$ cat src/rtl/core/awn_pkg.sv
// ----------------------------------------------------------------------------
// Affine warp core package
// Types, register indexes and size constants shared by the warp core files.
// ----------------------------------------------------------------------------
package awn_pkg;

    localparam int MAX_SRC_WIDTH_DEF  = 256;
    localparam int MAX_SRC_HEIGHT_DEF = 256;
    localparam int FRAC_BITS_DEF      = 16;

    localparam int COORD_W     = 12;
    localparam int PIXEL_W     = 8;
    localparam int COEF_W      = 32;
    localparam int SIZE_W      = 9;
    localparam int CFG_INDEX_W = 4;
    localparam int CFG_DATA_W  = 32;
    // Limits up to 4096 need 13 bits.
    localparam int LIM_W       = COORD_W + 1;
    // Coefficient times a zero-extended coordinate, and the three-term sum.
    localparam int PROD_W      = COEF_W + COORD_W + 1;
    localparam int SUM_W       = PROD_W + 1;

    typedef enum logic
    {
        CMD_LOAD  = 1'b0,
        CMD_QUERY = 1'b1
    } awn_cmd_t;

    localparam logic [CFG_INDEX_W-1:0] REG_COEF_XU    = 4'd0;
    localparam logic [CFG_INDEX_W-1:0] REG_COEF_XV    = 4'd1;
    localparam logic [CFG_INDEX_W-1:0] REG_COEF_YU    = 4'd2;
    localparam logic [CFG_INDEX_W-1:0] REG_COEF_YV    = 4'd3;
    localparam logic [CFG_INDEX_W-1:0] REG_OFF_X      = 4'd4;
    localparam logic [CFG_INDEX_W-1:0] REG_OFF_Y      = 4'd5;
    localparam logic [CFG_INDEX_W-1:0] REG_SRC_WIDTH  = 4'd6;
    localparam logic [CFG_INDEX_W-1:0] REG_SRC_HEIGHT = 4'd7;

    typedef struct packed
    {
        awn_cmd_t             cmd;
        logic [COORD_W-1:0]   column;
        logic [COORD_W-1:0]   row;
        logic [PIXEL_W-1:0]   pixel_in;
    } awn_in_t;

    typedef struct packed
    {
        logic [PIXEL_W-1:0]   pixel_out;
        logic                 outside;
    } awn_out_t;

    typedef struct packed
    {
        logic signed [COEF_W-1:0] coef_xu;
        logic signed [COEF_W-1:0] coef_xv;
        logic signed [COEF_W-1:0] coef_yu;
        logic signed [COEF_W-1:0] coef_yv;
        logic signed [COEF_W-1:0] off_x;
        logic signed [COEF_W-1:0] off_y;
        logic [SIZE_W-1:0]        src_width;
        logic [SIZE_W-1:0]        src_height;
    } awn_cfg_t;

    // One memory access handed from the mapping pipeline to the image memory.
    typedef struct packed
    {
        logic                 valid;
        awn_cmd_t             cmd;
        logic                 hit;
        logic [COORD_W-1:0]   x;
        logic [COORD_W-1:0]   y;
        logic [PIXEL_W-1:0]   pixel;
    } awn_access_t;

endpackage

$ cat src/rtl/core/awn_map.sv
// ----------------------------------------------------------------------------
// Affine warp coordinate mapper
// Four-stage pipeline: capture, multiply, sum, truncate with bound test,
// giving one memory access per accepted command.
// ----------------------------------------------------------------------------
module awn_map #(
    parameter int MAX_SRC_WIDTH  = awn_pkg::MAX_SRC_WIDTH_DEF,
    parameter int MAX_SRC_HEIGHT = awn_pkg::MAX_SRC_HEIGHT_DEF,
    parameter int FRAC_BITS      = awn_pkg::FRAC_BITS_DEF
) (
    input  logic                 clk,
    input  logic                 rst_n,
    input  logic                 in_valid,
    input  awn_pkg::awn_in_t     in_item,
    input  awn_pkg::awn_cfg_t    cfg,
    output awn_pkg::awn_access_t access
);

    localparam int SUM_W = awn_pkg::SUM_W;
    localparam int PROD_W = awn_pkg::PROD_W;
    localparam int LIM_W = awn_pkg::LIM_W;
    localparam int IP_W = SUM_W - FRAC_BITS;
    localparam logic [LIM_W-1:0] MAX_W_L = LIM_W'(MAX_SRC_WIDTH);
    localparam logic [LIM_W-1:0] MAX_H_L = LIM_W'(MAX_SRC_HEIGHT);

    logic                         v1_reg, v2_reg, v3_reg;
    awn_pkg::awn_in_t             item1_reg, item2_reg, item3_reg;
    logic signed [PROD_W-1:0]     p_xu_reg, p_xv_reg, p_yu_reg, p_yv_reg;
    logic signed [SUM_W-1:0]      fx_reg, fy_reg;
    awn_pkg::awn_access_t         access_reg;

    logic signed [awn_pkg::COORD_W:0] u_s, v_s;
    logic signed [SUM_W-1:0]      fx_next, fy_next;
    logic [LIM_W-1:0]             lim_x, lim_y;
    logic                         in_x, in_y, load_hit;
    logic [awn_pkg::COORD_W-1:0]  x_q, y_q;
    awn_pkg::awn_access_t         access_next;

    // Stage 1: capture the command. Stage 4 registers the memory access.
    always_ff @(posedge clk or negedge rst_n)
    begin
        if (!rst_n)
        begin
            v1_reg <= 1'b0;
            v2_reg <= 1'b0;
            v3_reg <= 1'b0;
            access_reg.valid <= 1'b0;
        end
        else
        begin
            v1_reg <= in_valid;
            v2_reg <= v1_reg;
            v3_reg <= v2_reg;
            access_reg <= access_next;
        end
    end

    assign u_s = $signed({1'b0, item1_reg.column});
    assign v_s = $signed({1'b0, item1_reg.row});

    always_ff @(posedge clk)
    begin
        if (in_valid)
        begin
            item1_reg <= in_item;
        end
        // Stage 2: the four products.
        item2_reg <= item1_reg;
        p_xu_reg  <= cfg.coef_xu * u_s;
        p_xv_reg  <= cfg.coef_xv * v_s;
        p_yu_reg  <= cfg.coef_yu * u_s;
        p_yv_reg  <= cfg.coef_yv * v_s;
        // Stage 3: sums with offsets.
        item3_reg <= item2_reg;
        fx_reg    <= fx_next;
        fy_reg    <= fy_next;
    end

    assign fx_next = p_xu_reg + p_xv_reg + cfg.off_x;
    assign fy_next = p_yu_reg + p_yv_reg + cfg.off_y;

    // Effective image size is the smaller of the register and the memory.
    assign lim_x = (MAX_W_L < LIM_W'(cfg.src_width)) ? MAX_W_L : LIM_W'(cfg.src_width);
    assign lim_y = (MAX_H_L < LIM_W'(cfg.src_height)) ? MAX_H_L : LIM_W'(cfg.src_height);

    // A negative value strictly above minus one truncates to zero and is inside.
    always_comb
    begin
        if (fx_reg[SUM_W-1])
        begin
            in_x = (&fx_reg[SUM_W-1:FRAC_BITS]) && (|fx_reg[FRAC_BITS-1:0]) && (lim_x != '0);
            x_q  = '0;
        end
        else
        begin
            in_x = fx_reg[SUM_W-1:FRAC_BITS] < IP_W'(lim_x);
            x_q  = fx_reg[FRAC_BITS +: awn_pkg::COORD_W];
        end
        if (fy_reg[SUM_W-1])
        begin
            in_y = (&fy_reg[SUM_W-1:FRAC_BITS]) && (|fy_reg[FRAC_BITS-1:0]) && (lim_y != '0);
            y_q  = '0;
        end
        else
        begin
            in_y = fy_reg[SUM_W-1:FRAC_BITS] < IP_W'(lim_y);
            y_q  = fy_reg[FRAC_BITS +: awn_pkg::COORD_W];
        end
    end

    assign load_hit = ({1'b0, item3_reg.column} < MAX_W_L) && ({1'b0, item3_reg.row} < MAX_H_L);

    always_comb
    begin
        access_next.valid = v3_reg;
        access_next.cmd   = item3_reg.cmd;
        access_next.pixel = item3_reg.pixel_in;
        if (item3_reg.cmd == awn_pkg::CMD_QUERY)
        begin
            access_next.hit = in_x && in_y;
            access_next.x   = x_q;
            access_next.y   = y_q;
        end
        else
        begin
            access_next.hit = load_hit;
            access_next.x   = item3_reg.column;
            access_next.y   = item3_reg.row;
        end
    end

    assign access = access_reg;

endmodule

$ cat config.mk
export PLATFORM = sky130hd
export DESIGN_NAME = awn_map
export DESIGN_NICKNAME = d
export VERILOG_FILES = /design/src/rtl/core/awn_pkg.sv /design/src/rtl/core/awn_map.sv
export SDC_FILE = /design/constraint.sdc
export NUM_CORES = 2
export LEC_CHECK = 0
export BUFFER_PORTS_ARGS = -buffer_cell sky130_fd_sc_hd__buf_4
export CORE_MARGIN = 2
export CORE_UTILIZATION = 60
export DETAILED_ROUTE_END_ITERATION = 10
export HOLD_SLACK_MARGIN = 0.1
export PLACE_DENSITY = 0.86
export SLEW_MARGIN = 20
export SYNTH_ARGS = -nofsm -noshare
export SYNTH_HDL_FRONTEND = slang
export SYNTH_SLANG_ARGS = --single-unit
$ cat constraint.sdc
create_clock -name clk -period 8.2 [get_ports clk]
set_clock_uncertainty 0.2 [all_clocks]
set_input_delay 0.41 -clock clk [delete_from_list [all_inputs] [get_ports clk]]
set_output_delay 0.41 -clock clk [all_outputs]
set_load 0.03 [all_outputs]
# Word-level counts from Yosys, hierarchy flattened
# Cells that the tools add are included.
[totals]
register_bits = 409
input_bits = 246
word_cells = 60
[op_classes]
n_addsub = 4
n_mul = 4
magnitude_cmp = 6
mux = 7
n_reduce_logical = 12
[ops]
columns = ["op", "n"]
rows = [
  ["multiplier 32 x 13 -> 45 bit", 4],
  ["adder 45 x 45 -> 46 bit", 2],
  ["adder 46 x 32 -> 46 bit", 2],
  ["less-than comparator 30 x 9 -> 1 bit", 2],
  ["AND reduction 30 bit", 2],
  ["OR reduction 16 bit", 2],
  ["nonzero test 13 bit", 2],
  ["2-to-1 mux 25 bit", 1],
  ["less-than comparator 12 x 9 -> 1 bit (second input constant)", 2],
  ["2-to-1 mux 12 bit", 2],
  ["less-than comparator 9 bit (first input constant)", 2],
  ["2-to-1 mux 9 bit", 2],
  ["logical AND 1 bit", 6],
  ["2-to-1 mux 1 bit", 2],
]

# Longest topological paths before layout
[depth]
ltp_word = 7
mapped_depth = 24

# Least setup slack after synthesis
# Ideal clock, no wire load.
[synth_timing]
path_kind = "reg2reg"
start = "register item1_reg[15] (netlist name)"
end = "register p_xv_reg[41]"
setup_ns = 0.134
arrival_ns = 5.724
t_required_ns = 7.866
slack_ns = 2.142
path_stages_with_launch = 23
synth_period_minus_slack_ns = 6.058
cell_sequence = "edfxtp_1 clkbuf_1 clkbuf_1 nand2_1 fa_1 inv_1 fa_1 fa_1 fa_1 inv_1 fa_1 inv_1 ha_1 o21a_1 o21ai_1 a21oi_1 a2111o_1 a21oi_1 nor3_2 o21ai_2 a211oi_2 mux2i_1 or4_1"
[synth_between]
elab_chain_len = 1
[synth_rtl]
columns = ["element", "line_no", "text"]
rows = [
  ["from (decl)", "awn_map.sv:27", "awn_pkg::awn_in_t item1_reg, item2_reg, item3_reg;"],
  ["from (signal assigned)", "awn_map.sv:65", "item1_reg <= in_item;"],
  ["multiplier 32 x 13 -> 45 bit", "awn_map.sv:70", "p_xv_reg <= cfg.coef_xv * v_s;"],
  ["to (signal assigned)", "awn_map.sv:70", ""],
  ["to (decl)", "awn_map.sv:28", "logic signed [PROD_W-1:0] p_xu_reg, p_xv_reg, p_yu_reg, p_yv_reg;"],
]
# No other way between the ends.
# A chain may end at the register's enable or synchronous reset.

# Final worst setup path
[layout_timing]
start = "register item1_reg[27] (netlist name)"
end = "register p_yu_reg[43]"
[layout_between]
elab_chain_len = 1
[layout_rtl]
columns = ["element", "line_no", "text"]
rows = [
  ["multiplier 32 x 13 -> 45 bit", "awn_map.sv:71", "p_yu_reg <= cfg.coef_yu * u_s;"],
  ["to (signal assigned)", "awn_map.sv:71", ""],
  ["to (decl)", "awn_map.sv:28", ""],
]
# No other way between the ends.

==> reports/metrics.cfg <==
[grt]
grt_pass1_vias=57400
track_usage=0.305
grt_antenna_before_repair=21
grt_max_degree=66
overflow=0
grt_pass1_wl_mm=291

[placement]
place_hpwl_mm=143
globalplace.congestion=0.968
port-buffer-count=280

[yosys]
synth_common_cells=inv_1 (1,824), fa_1 (1,444), nand2_1 (1,025)
synth.top_cells.by_area=fa_1 (41%), inv_1 (9.8%), dfxtp_1 (9.7%)
synth_cells=7651
synth_top_area_frac=0.414
async_flop_share=0.00978
synth_edf_count=67
synth_compound_area_frac=0.0712
synthMuxAreaShare=0.000574
synthAdderAreaFrac=0.504
yosysWarnings=0
syn_nets=9841
synth_top_family_by_area=adder cells
synth-simple-area-share=0.149
synthesis.area_um2=69800
synth_top_flop_cell=dfxtp_1
post_synth.cell_area_avg_um2=9.12
ys_seq_area_frac=0.127
synth_cell_type_count=95
yosys.area_share.xor_xnor=0.0319
yosysMostFrequentCell=inv_1
synth_area_leader_cell=fa_1
synth_seq_cells=409

[sta]
maxSlewViolCount=0
fin_setup_tns_ns=0
setup_viol=0
relSlewSlack=0.267
period_share=0.858
fmax_mhz=142
worstMarginPinSlew_ns=1.10
finalCriticalPeriod_ns=7.04
hold_viol_final=0
rsz0062_at_grt=false

[setup_path]
critPathTopFamily=adder cells
arrival_ns=7.26
cp_cell_sequence=buf_12 > nand2_1 > fa_1 > inv_1 > fa_1 > fa_1 > fa_1 > inv_1 > fa_1 > inv_1 > ha_1 > nand4_1 > o32ai_1 > a211oi_1 > o21ai_1 > o211ai_2 > o31ai_2 > a311oi_1 > xnor2_1
setup.worst_path.end_class=flip-flop
worstPathMaxFanout=22
crit_path_frequent_cell=fa_1
slowest_delay_ns=1.02
timing.critical_path.buf_inv=4
crit_slowest_cell=edfxtp_1
required_ns=8.43
start_kind=flip-flop
worstSetupPathType=flip-flop to flip-flop

[floorplan]
die_w_um=345
fp-row-count=125
die_height_um=345
io_pins=281
die_area_um2=119000
core_area_um2=116000
start_util=0.603

[cts]
cts_htree_levels=2
path_clk_slew_ns=0.07
clock_sinks=409
cts_buffer_depth=3
cts_tree=done
cts_root_buf=clkbuf_16
post_cts_buffers=0
cts_buffers=39
clk_latency_ns=0.56
cts_resized=0
holdBufCountCts=41

[layout]
areaGrowthSynthToFinish_pct=7.32
n_fill_cell=8979
finalNetCount=9916
fin_util=0.647
drive_gt1_frac=0.0562

[detailed_routing]
drc=0
via_per_inst=5.55
postRouteAntennaNets=0
drt_wl_total_mm=176
initialDrtViolationCount=3197
vias=51600
firstDrtPassIters=6
post_drt_wl_per_cell_um=18.9

[hold_path]
hp-class=flip-flop to flip-flop

[run]
maxCapViolations=0

[run_status]
status=finished clean

==> layout make-up <==
class,instances,area [µm²],area share
Clock buffer,54,1200,0.0160
Multi-Input combinational cell,5089,52800,0.705
Inverter,1826,6850,0.0915
Timing Repair Buffer,361,3040,0.0405
Antenna cell,13,32.5,0.000434
Sequential cell,409,8880,0.119
Tap cell,1524,1910,0.0255
Clock inverter,17,175,0.00234
==> logic make-up (layout without fill, tap and decap cells) <==
| family | Yosys count | after routing |
|---|---|---|
| buffers and inverters | 2153 | 2258 |
| other | 0 | 13 |
| adder cells (fa/ha/maj) | 1944 | 1944 |
| AO/OA/AOI/OAI | 755 | 755 |
| XOR/XNOR | 254 | 254 |
| multiplexers | 4 | 4 |
| flip-flops | 409 | 409 |
| AND/OR/NAND/NOR | 2132 | 2132 |
==> final timing paths <==
check | startpoint | endpoint | slack, ns | cells after the start
setup / recovery | item1_reg[27] | p_yu_reg[43] | 1.16 | 19
hold / removal | item2_reg[17] | item3_reg[17] | 0.12 | 0
setup reg to reg | item1_reg[27] | p_yu_reg[43] | 1.16 | 19
hold reg to reg | item2_reg[17] | item3_reg[17] | 0.12 | 0
max in group asynchronous | rst_n | v1_reg | 7.09 | 2
min in group asynchronous | rst_n | access[34] | 0.27 | 2
==> cells in the final DEF (no fill, tap or decap), drive strengths merged, types with 6 or more instances in the layout <==
master and instances:
clkinv 12, xnor2 180, or2 6, a221oi 6, o21ai 152, a21boi 13
nand4 41, nor2 128, buf 320, nand3 57, a21o 129, a21oi 236
and4 6, inv 1826, diode 13, a211oi 19, o2111ai 7, dlygate4sd3 41
a31oi 23, o211ai 18, nor3 32, nor4 31, nand2b 30, or3 9
a31o 9, clkbuf 54, nor2b 33, dfxtp 338, xor2 74, fa 1444
ha 500, o31ai 13, and3 30, edfxtp 67, o21bai 34, o21a 33
and2 687, a211o 8, nand2 1025, a2111oi 8
==> worst reg2reg max path, stage by stage, from the launching register on <==
cell	delay, ns
edfxtp_1	1.02
buf_12	0.27
nand2_1	0.13
fa_1	0.55
inv_1	0.06
fa_1	0.61
fa_1	0.45
fa_1	0.49
inv_1	0.05
fa_1	0.48
inv_1	0.05
ha_1	0.36
nand4_1	0.19
o32ai_1	0.66
a211oi_1	0.23
o21ai_1	0.20
o211ai_2	0.17
o31ai_2	0.41
a311oi_1	0.18
xnor2_1	0.15
==> metrics by stage <==
stage	setup slack (ns)	area (µm²)	instances	hold slack, ns
finish	1.16	74900	9293	0.124
global route	0.859	74900	9283	0.134
CTS	1.09	74800	9277	0.111
detailed placement	1.10	73000	9165	0.112
global placement	1.35	73000	9165	0.110
floorplan	2.14	69800	7651	-0.0856
==> per-layer routing <==
layer  global-route usage  wire length [µm]  up-vias  part of all wire
met5                    0                70        -           0.00040
met3               0.0459             12800      533             0.073
met2                0.542             89400     2170              0.51
li1                     -                 -    23000                 -
met1                0.369             64800    25900              0.37
met4                0.133              8460       10             0.048
Power is not shown: default switching activity piles up to over one toggle a cycle in this logic, so the estimate is an artifact.
